<file path="config.mk">
export PLATFORM = sky130hd
export DESIGN_NAME = tpr_ctrl
export DESIGN_NICKNAME = d
export VERILOG_FILES = /design/src/sv/tpr_pkg.sv /design/src/sv/tpr_ctrl.sv
export SDC_FILE = /design/constraint.sdc
export NUM_CORES = 1
export LEC_CHECK = 0
export ABC_AREA = 1
export BUFFER_PORTS_ARGS = -buffer_cell sky130_fd_sc_hd__buf_2
export CORE_AREA = 10 10 47 49
export CTS_CLUSTER_SIZE = 10
export DETAILED_ROUTE_END_ITERATION = 8
export DIE_AREA = 0 0 57 59
export GPL_TIMING_DRIVEN = 0
export SLEW_MARGIN = 20
export SYNTH_ARGS = -nofsm -noshare
export SYNTH_HDL_FRONTEND = slang
export SYNTH_SLANG_ARGS = --single-unit
</file>
<file path="constraint.sdc">
create_clock -name clock -period 2.6 [get_ports clock]
set_input_delay 0.39 -clock clock [delete_from_list [all_inputs] [get_ports clock]]
set_output_delay 0.39 -clock clock [all_outputs]
set_load 0.02 [all_outputs]
</file>
<file path="src/sv/tpr_pkg.sv">
package tpr_pkg;

   localparam int ENTRIES_DEF = 48;
   localparam int IDX_W       = 6;
   localparam int VPN_W       = 19;
   localparam int ASID_W      = 8;

   localparam logic [1:0] FUNC_WRITE = 2'd0;
   localparam logic [1:0] FUNC_PROBE = 2'd1;
   localparam logic [1:0] FUNC_READ  = 2'd2;

   localparam logic [31:0] HI_CLEAR = 32'h0000_1f00;

   typedef struct packed {
      logic [31:0] page_mask;
      logic [31:0] entry_hi;
      logic [31:0] entry_lo0;
      logic [31:0] entry_lo1;
   } raw_type;

   typedef struct packed {
      logic [VPN_W-1:0]  vpn2;
      logic [VPN_W-1:0]  mask;
      logic              glob;
      logic [ASID_W-1:0] asid;
   } match_type;

   typedef struct packed {
      logic             probe_miss;
      logic [IDX_W-1:0] probe_index;
      logic [31:0]      page_mask;
      logic [31:0]      entry_hi;
      logic [31:0]      entry_lo0;
      logic [31:0]      entry_lo1;
      logic             index_bad;
   } rsp_type;

   typedef struct packed {
      logic capture;
      logic exec;
      logic rd_result;
      logic scan;
      logic probe_done;
      logic load_rsp;
   } cmd_type;

   typedef struct packed {
      logic [1:0] func;
      logic       scan_hit;
      logic       scan_last;
   } sts_type;

endpackage

</file>
<file path="src/sv/tpr_ctrl.sv">
module tpr_ctrl (
   input  logic             clock,
   input  logic             reset,
   input  logic             req_valid,
   output logic             req_ready,
   output logic             rsp_valid,
   input  logic             rsp_ready,
   output tpr_pkg::cmd_type cmd,
   input  tpr_pkg::sts_type sts
);

   localparam logic [2:0] ST_IDLE   = 3'd0;
   localparam logic [2:0] ST_EXEC   = 3'd1;
   localparam logic [2:0] ST_RDWAIT = 3'd2;
   localparam logic [2:0] ST_SCAN   = 3'd3;
   localparam logic [2:0] ST_DONE   = 3'd4;

   logic [2:0] state_ff;
   logic [2:0] state_in;
   logic       rsp_valid_ff;
   logic       rsp_valid_in;
   logic       out_free;

   assign out_free = !rsp_valid_ff || rsp_ready;

   always_comb begin
      state_in = state_ff;
      cmd      = '0;
      unique case (state_ff)
         ST_IDLE: begin
            if (req_valid) begin
               cmd.capture = 1'b1;
               state_in    = ST_EXEC;
            end
         end
         ST_EXEC: begin
            cmd.exec = 1'b1;
            priority if (sts.func == tpr_pkg::FUNC_READ) begin
               state_in = ST_RDWAIT;
            end else if (sts.func == tpr_pkg::FUNC_PROBE) begin
               state_in = ST_SCAN;
            end else begin
               state_in = ST_DONE;
            end
         end
         ST_RDWAIT: begin
            cmd.rd_result = 1'b1;
            state_in      = ST_DONE;
         end
         ST_SCAN: begin
            cmd.scan = 1'b1;
            if (sts.scan_hit || sts.scan_last) begin
               cmd.probe_done = 1'b1;
               state_in       = ST_DONE;
            end
         end
         ST_DONE: begin
            if (out_free) begin
               cmd.load_rsp = 1'b1;
               state_in     = ST_IDLE;
            end
         end
         default: begin
            state_in = ST_IDLE;
         end
      endcase
   end

   always_comb begin
      rsp_valid_in = rsp_valid_ff;
      if (cmd.load_rsp) begin
         rsp_valid_in = 1'b1;
      end else if (rsp_ready) begin
         rsp_valid_in = 1'b0;
      end
   end

   always_ff @(posedge clock) begin
      if (reset) begin
         state_ff     <= ST_IDLE;
         rsp_valid_ff <= 1'b0;
      end else begin
         state_ff     <= state_in;
         rsp_valid_ff <= rsp_valid_in;
      end
   end

   assign req_ready = (state_ff == ST_IDLE);
   assign rsp_valid = rsp_valid_ff;

   // one transaction in flight: nothing accepted the cycle after an accept
   a_one_in_flight: assert property (@(posedge clock) disable iff (reset)
      (req_valid && req_ready) |=> !req_ready)
      else $error("second transaction taken while busy");

   // a response only appears out of the done state
   a_rsp_from_done: assert property (@(posedge clock) disable iff (reset)
      $rose(rsp_valid) |-> ($past(state_ff) == ST_DONE))
      else $error("response raised outside done state");

   // a probe only misses once the last entry has been compared
   a_miss_after_last: assert property (@(posedge clock) disable iff (reset)
      (cmd.probe_done && !sts.scan_hit) |-> sts.scan_last)
      else $error("probe miss before the scan finished");

endmodule

</file>
==> summary.txt, run 1 <==
Synthesis
  • Synthesized Nets: 53
  • Async set or reset register ratio after synthesis: 0
  • Primary FF master, synth: dfxtp_1
  • Synth top area share: 0.295
  • Number of enable-type register cells in the synthesized netlist: 0
  • Leading cell type by number of instances after synthesis: nor2_1
  • Synth warn: 0
  • Ranking of synthesized cells by area: dfxtp_1, nor2_1, nand2_1, inv_1, nand3_1
  • Syn Std Cell Area: 272 µm²
  • Cell accounting for the most synthesized area: dfxtp_1
  • Top cells by instance count after synthesis: nor2_1, nand2_1, inv_1
  • Cell count after synthesis: 44
  • Number of flip-flops and latches in the synthesized netlist: 4
  • Post-Syn Area per Cell: 6.17 µm²
  • Sequential cell area fraction in the yosys report: 0.295
  • Synth cell types: 14

Timing
  • Hold violation total from the final report: 0
  • Maximum operating frequency: 0.580 GHz
  • Endpoints failing setup: 0
  • Total negative setup slack: 0 ps
  • Number of pins exceeding their max-slew limit in the final report: 0
  • Hold slack final: 341 ps
  • Unrepaired setup endpoints after global routing: false
  • Slew at the pin closest to its max-slew limit: 260 ps
  • Maximum clock skew at final layout: 2.16 ps
  • Worst-case headroom to the max-slew limit: 0.826
  • Final critical-path required period: 1720 ps
  • Ratio of final minimum period to clock period: 0.663

Floorplan
  • Die area: 3360 µm²
  • Placement Rows: 14
  • Placeable core region: 1400 µm²
  • Starting density of the core: 0.194
  • Top-level I/O count: 16
  • Die height: 59 µm
  • Die width: 57 µm

Min path
  • Start point of the worst hold path: reset
  • Hold path depth: 2
  • End point of the worst hold path: state_ff[1]$_SDFFE_PP0P_
  • Min-delay worst type: input port to register

Worst setup path
  • Maximum net fanout on the critical path: 6
  • Number of buffer and inverter instances along the worst setup path: 3
  • Worst R2R Path Depth: 6
  • Startpoint type of the worst setup path: register
  • Reg-to-reg slack, setup: 1510 ps
  • Reg2Reg Capture Point: state_ff[0]$_SDFFE_PP0P_
  • Kind of critical path: register to output pin
  • Critical path origin: state_ff[2]$_SDFFE_PP0P_
  • Worst EP required: 2210 ps
  • Arrival time of the worst setup path: 1330 ps
  • Category of cells accounting for the largest share of critical-path delay: flip-flops
  • R2r startpoint: state_ff[0]$_SDFFE_PP0P_
  • Series of cell instances along the critical path: inv_2, nor4_2, buf_4, buf_2
  • Slowest cell on crit path: dfxtp_1
  • Delay contributed by the slowest stage of the critical path: 440 ps
  • Category of the worst setup path capture point: output pin

Cells and area
  • Area Growth Syn to Fin: 43.3%
  • Post-Route Utilization: 0.278
  • Number of nets in the finished design: 73
  • Number of fillers in the final layout: 173
  • Antenna diode count: 0
  • Non-filler instance count after layout: 78
  • Share of cells above drive strength 1: 0.371

Run status
  • Result of the run: finished clean

Placement
  • Placer congestion estimate: 0.743
  • Total half-perimeter wirelength after legalization and detailed placement: 638 µm
  • Port-buffer cells: 15
  • Cell Count Post-Placement: 75

Power and ir drop
  • Pwr per Cell Area: 705 nW/µm²
  • Net switching fraction of the power: 0.400
  • Clock group share of total power: 0.276
  • Peak ir drop on the vdd network: 142 µV
  • Switching pwr: 110 µW
  • Power share of the sequential group: 0.308
  • Leak: 0.000221 µW
  • Cell-internal power: 164 µW
  • Comb power frac: 0.416

Global route
  • Overall fraction of global-route tracks in use: 0.0489
  • Number of global-route vias before repair: 324
  • Antenna violations before repair: 0
  • Global-route wire length before repair: 1250 µm
  • Maximum number of pins on one net before global-route repair: 7
  • Gr ovfl total: 0

Drt
  • Routed wire per std cell: 10.1 µm
  • First-pass DRT Iterations: 4
  • Via count normalized by instance count: 4.26
  • Detailed-route DRC error count: 0
  • Initial DRC Count: 2
  • Total number of vias: 332
  • Wire length reported by the detailed router: 786 µm
  • Antenna violation net count after detailed routing: 0

Clock tree
  • Clock-pin slew on the worst setup and hold paths: 40 ps
  • CTS Buf Count: 3
  • H-Tree Depth: 1
  • CTS hold repair buffers: 0
  • Max clock buf depth: 2
  • Skew-Pair Late Insertion Delay: 230 ps
  • CTS tree: done
  • Total of cells resized after clock tree synthesis: 0
  • Post-CTS Setup Bufs: 0
  • # clock sinks: 4
  • Root Buffer: clkbuf_4

Run
  • Maximum Capacitance Violations: 0
## metrics by stage
stage | power [µW] | worst slack, ps | area, µm²
5_1_grt | 296 | 786 | 389
2_1_floorplan | 165 | 1250 | 272
4_1_cts | 280 | 872 | 389
6_report | 274 | 876 | 389
3_3_place_gp | 199 | 1130 | 367
3_5_place_dp | 200 | 1130 | 367
## power by group through the flow
| stage | clock network [µW] | logic (µW) | registers, µW |
|---|---|---|---|
| 6_report | 75.8 | 114 | 84.5 |
| 5_1_grt | 81.0 | 129 | 85.9 |
| 4_1_cts | 79.1 | 116 | 84.3 |
| 3_5_place_dp | 0 | 115 | 85.2 |
| 3_3_place_gp | 0 | 115 | 84.9 |
| 2_1_floorplan | 0 | 80.1 | 84.7 |
## routing by layer
layer,GRT usage,up-vias,wire length [µm]
li1,-,174,-
met3,0.0215,4,46
met2,0.101,8,486
met1,0.0273,146,226
met4,0.0503,0,26
met5,0,-,0
## worst max-delay path by stage
stage,slack (ps),end,cells past startpoint
finish,880,cmd[0],4
global route,790,cmd[0],4
global placement,1130,cmd[0],4
floorplan,1250,cmd[1],2
CTS,870,cmd[0],4
detailed placement,1130,cmd[0],4
## registers in the layout, summed over array words and instances, names as in the netlist
name,flops
state_ff,3
rsp_valid,1
## cell families (layout without fill, tap and decap cells)
group | after synthesis | count (layout) | share of synthesized area
fa+ha+maj | 1 | 1 | 0.0461
compound gates | 2 | 2 | 0.0461
simple gates | 28 | 28 | 0.475
buf+inv | 9 | 27 | 0.138
flops | 4 | 4 | 0.295
## area by class of cell
type | count | area [µm²] | share of cell area
inverters | 8 | 30.0 | 0.0772
well taps | 16 | 20.0 | 0.0514
multi-input cells | 31 | 154 | 0.395
clock buffers | 3 | 22.5 | 0.0579
flip-flops and latches | 4 | 80.1 | 0.206
repair buffers | 15 | 75.1 | 0.193
plain buffers | 1 | 7.51 | 0.0193
## cell usage in the layout, fill, tap and decap left out
cell type  instances
nand3_1            3
clkbuf_4           3
ha_1               1
nor2_1            11
a21oi_1            1
nand3_2            1
buf_4              1
buf_2             15
inv_1              7
inv_2              1
nor3_1             2
dfxtp_1            4
a211oi_1           1
nand2_1            9
nor4_2             1
nor2_2             1
No activity file was read; power rests on OpenSTA's default activity.
==> inputs of run 2 (changes only) <==
- ABC_AREA: 1 -> 0
- clock period: 2.6 -> 1.45 ns (I/O delays scaled with it)
==> run 2 against run 1 <==
- the flow now finishes with violations (negative setup slack)
- clock skew increased by 2.0 ps
- sequential cell count unchanged
- core utilization increased by 3.8 points
- combinational power decreased by 4%
- critical path depth decreased by 1
- final cell count decreased by 13%
- area after synthesis decreased by 2.3%
- design area increased by 14%
- clock power increased by 85%
==> summary.txt, run 2 <==
Floorplan
  • Top-level I/O count: 16 (unchanged)
  • Placeable core region: 1400 µm² (unchanged)
  • Starting density of the core: 0.189 (was 0.194)
  • Die width: 57 µm (unchanged)
  • Placement Rows: 14 (unchanged)
  • Die area: 3360 µm² (unchanged)
  • Die height: 59 µm (unchanged)

Power and ir drop
  • Pwr per Cell Area: 835 nW/µm² (was 705 nW/µm²)
  • Clock group share of total power: 0.378 (was 0.276)
  • Comb power frac: 0.297 (was 0.416)
  • Power share of the sequential group: 0.324 (was 0.308)
  • Cell-internal power: 266 µW (was 164 µW)
  • Leak: 0.000220 µW (was 0.000221 µW)
  • Net switching fraction of the power: 0.282 (was 0.400)
  • Switching pwr: 104 µW (was 110 µW)
  • Peak ir drop on the vdd network: 350 µV (was 142 µV)

Cells and area
  • Area Growth Syn to Fin: 67.0% (was 43.3%)
  • Number of nets in the finished design: 63 (was 73)
  • Combined area of the multi-input logic cells: 176 µm² (was 154 µm²)
  • Top library cells by usage in the layout, fill and taps aside: buf_2, buf_4, a21oi_1, clkbuf_4, buf_6 (was buf_2, nor2_1, nand2_1)
  • Number of fillers in the final layout: 156 (was 173)
  • Register area: 88.8 µm² (was 80.1 µm²)
  • Top reg by flops: state_ff (unchanged)
  • Antenna diode count: 0 (unchanged)
  • Leading cell type in the layout, fill and taps excluded: buf_2 (unchanged)
  • Max FFs per register: 3 (unchanged)
  • Share of cells above drive strength 1: 0.654 (was 0.371)
  • Non-filler instance count after layout: 68 (was 78)

Min path
  • Min-delay worst type: input port to register (unchanged)
  • Hold path depth: 2 (unchanged)
  • Start point of the worst hold path: reset (unchanged)

Run status
  • Violations in the final reports: negative setup slack
  • Result of the run: finished with violations (was finished clean)

Placement
  • Port-buffer cells: 15 (unchanged)
  • Cell Count Post-Placement: 62 (was 75)
  • Placer congestion estimate: 0.634 (was 0.743)
  • Total half-perimeter wirelength after legalization and detailed placement: 611 µm (was 638 µm)
  • Dpl ws: -23.1 ps (was 1130 ps)

Worst setup path
  • R2r startpoint: state_ff[1]$_SDFFE_PP0P_ (was state_ff[0]$_SDFFE_PP0P_)
  • Category of the worst setup path capture point: output pin (unchanged)
  • Worst R2R Path Depth: 3 (was 6)
  • Worst EP required: 1230 ps (was 2210 ps)
  • Kind of critical path: register to output pin (unchanged)
  • Maximum net fanout on the critical path: 3 (was 6)
  • Startpoint type of the worst setup path: register (unchanged)
  • Critical path origin: state_ff[1]$_SDFFE_PP0P_ (was state_ff[2]$_SDFFE_PP0P_)
  • Arrival time of the worst setup path: 1300 ps (was 1330 ps)

Synthesis
  • Primary FF master, synth: dfxtp_1 (unchanged)
  • Complex-gate fraction of the synthesized area: 0.0943 (was 0.0461)
  • Synth cell types: 22 (was 14)
  • Synth top area share: 0.302 (was 0.295)
  • Async set or reset register ratio after synthesis: 0 (unchanged)
  • Dominant combinational cell family by area after synthesis: simple AND/OR/NAND/NOR gates (unchanged)
  • Leading cell type by number of instances after synthesis: dfxtp_1 (was nor2_1)
  • Sequential cell area fraction in the yosys report: 0.302 (was 0.295)
  • Xor and xnor fraction of the mapped netlist area: 0 (unchanged)
  • Synth warn: 0 (unchanged)
  • Cell count after synthesis: 31 (was 44)
  • Adder-cell area share of the yosys netlist: 0.0472 (was 0.0461)
  • Cell accounting for the most synthesized area: dfxtp_1 (unchanged)
  • Synthesized Nets: 40 (was 53)
  • Top cells by instance count after synthesis: dfxtp_1, a21oi_1, nor2_1 (was nor2_1, nand2_1, inv_1)
  • Mux cell area share after synthesis: 0.0425 (was 0)
  • Number of enable-type register cells in the synthesized netlist: 0 (unchanged)
  • Post-Syn Area per Cell: 8.56 µm² (was 6.17 µm²)
  • Number of flip-flops and latches in the synthesized netlist: 4 (unchanged)
  • Ranking of synthesized cells by area: dfxtp_1, a21oi_1, ha_1, nand2b_1, buf_6 (was dfxtp_1, nor2_1, nand2_1, inv_1, nand3_1)
  • Syn Std Cell Area: 265 µm² (was 272 µm²)
  • Synthesized-area fraction occupied by and/or/nand/nor cells: 0.429 (was 0.475)

Drt
  • Antenna violation net count after detailed routing: 0 (unchanged)
  • Detailed-route DRC error count: 0 (unchanged)
  • Via count normalized by instance count: 4.29 (was 4.26)
  • Routed wire per std cell: 11.3 µm (was 10.1 µm)
  • Wire length reported by the detailed router: 770 µm (was 786 µm)
  • Total number of vias: 292 (was 332)
  • Initial DRC Count: 2 (unchanged)
  • First-pass DRT Iterations: 2 (was 4)

Global route
  • Number of global-route vias before repair: 312 (was 324)
  • Maximum number of pins on one net before global-route repair: 9 (was 7)
  • Overall fraction of global-route tracks in use: 0.0506 (was 0.0489)
  • Antenna violations before repair: 0 (unchanged)
  • Gr ovfl total: 0 (unchanged)
  • Global-route wire length before repair: 1350 µm (was 1250 µm)

Timing
  • Final setup slack of the worst path: -71.7 ps (was 876 ps)
  • Slew at the pin closest to its max-slew limit: 193 ps (was 260 ps)
  • Unrepaired setup endpoints after global routing: true (was false)
  • Ratio of final minimum period to clock period: 1.05
  • Endpoints failing setup: 1 (was 0)
  • Hold violation total from the final report: 0 (unchanged)
  • Number of pins exceeding their max-slew limit in the final report: 0 (unchanged)
  • Worst-case headroom to the max-slew limit: 0.871 (was 0.826)
  • Maximum clock skew at final layout: 4.14 ps (was 2.16 ps)
  • Total negative setup slack: -71.7 ps (was 0 ps)
  • Maximum operating frequency: 0.657 GHz
  • Final critical-path required period: 1520 ps

Clock tree
  • CTS hold repair buffers: 0 (unchanged)
  • CTS tree: done (unchanged)
  • H-Tree Depth: 1 (unchanged)
  • Skew-Pair Late Insertion Delay: 240 ps (was 230 ps)
  • Root Buffer: clkbuf_4 (unchanged)
  • # clock sinks: 4 (unchanged)
  • CTS Buf Count: 3 (unchanged)
  • Clock-pin slew on the worst setup and hold paths: 40 ps (about the same)
  • Max clock buf depth: 2 (unchanged)

Run
  • Maximum Capacitance Violations: 0 (unchanged)
run 2: cell count changes after synthesis, moves of 2 or more:
cell / delta
nor2_1: -8
nand2_1: -7
inv_1: -6
a21oi_1: +2
nand2b_1: +2
nand3_1: -2
run 2: power groups by stage:
| stage | sequential, µW | combinational, µW | clock (µW) |
|---|---|---|---|
| after global placement | 123 | 90.0 | 0 |
| after CTS | 119 | 96.4 | 146 |
| after global routing | 121 | 124 | 157 |
| after detailed placement | 124 | 91.5 | 0 |
| after floorplan | 124 | 59.5 | 0 |
| final | 120 | 110 | 140 |
run 2: cells by family (layout without fill, tap and decap cells):
family          count (synthesis)  in the layout
flops                           4              4
fa+ha+maj                       1              1
compound gates                  4              4
mux                             1              1
simple gates                   18             18
buf+inv                         3             24
run 2: area by class of cell:
| type | instances | share of cell area |
|---|---|---|
| Inverter | 1 | 0.00847 |
| Clock buffer | 3 | 0.0508 |
| Sequential cell | 4 | 0.201 |
| Tap cell | 16 | 0.0452 |
| Multi-Input combinational cell | 24 | 0.398 |
| Timing Repair Buffer | 20 | 0.297 |
run 2: worst paths after layout:
path,to,slack [ps]
worst max-delay path,cmd[0],-70
worst min-delay path,state_ff[1]$_SDFFE_PP0P_,200
worst max register to register,state_ff[2]$_SDFFE_PP0P_,260
worst min register to register,rsp_valid$_SDFFE_PP0P_,510
run 2: repair_timing:
item,4_1_cts,5_1_grt
endpoints found under the setup margin,1,4
pin swaps,1,1
resized for setup,7,6
setup buffers,3,2
run 2: stage by stage:
stage                     total power (µW)  hold slack, ps  area (µm²)  utilization
after CTS                              362             193         407        0.290
after global routing                   401             214         443        0.316
after global placement                 213             454         365        0.261
after detailed placement               215             455         365        0.261
final                                  370             197         443        0.316
after floorplan                        183             287         270            -
run 2: critical path: stages (launching register included):
cell     delay [ps]
dfxtp_4         330
or3b_4          400
and2b_2         230
buf_6           110
run 2: routing by layer:
| metal | vias up | global-route usage | wire, µm |
|---|---|---|---|
| li1 | 150 | - | - |
| met2 | 13 | 0.0744 | 352 |
| met4 | 0 | 0.0403 | 12 |
| met5 | - | 0 | 0 |
| met3 | 2 | 0.0322 | 89 |
| met1 | 127 | 0.0501 | 316 |
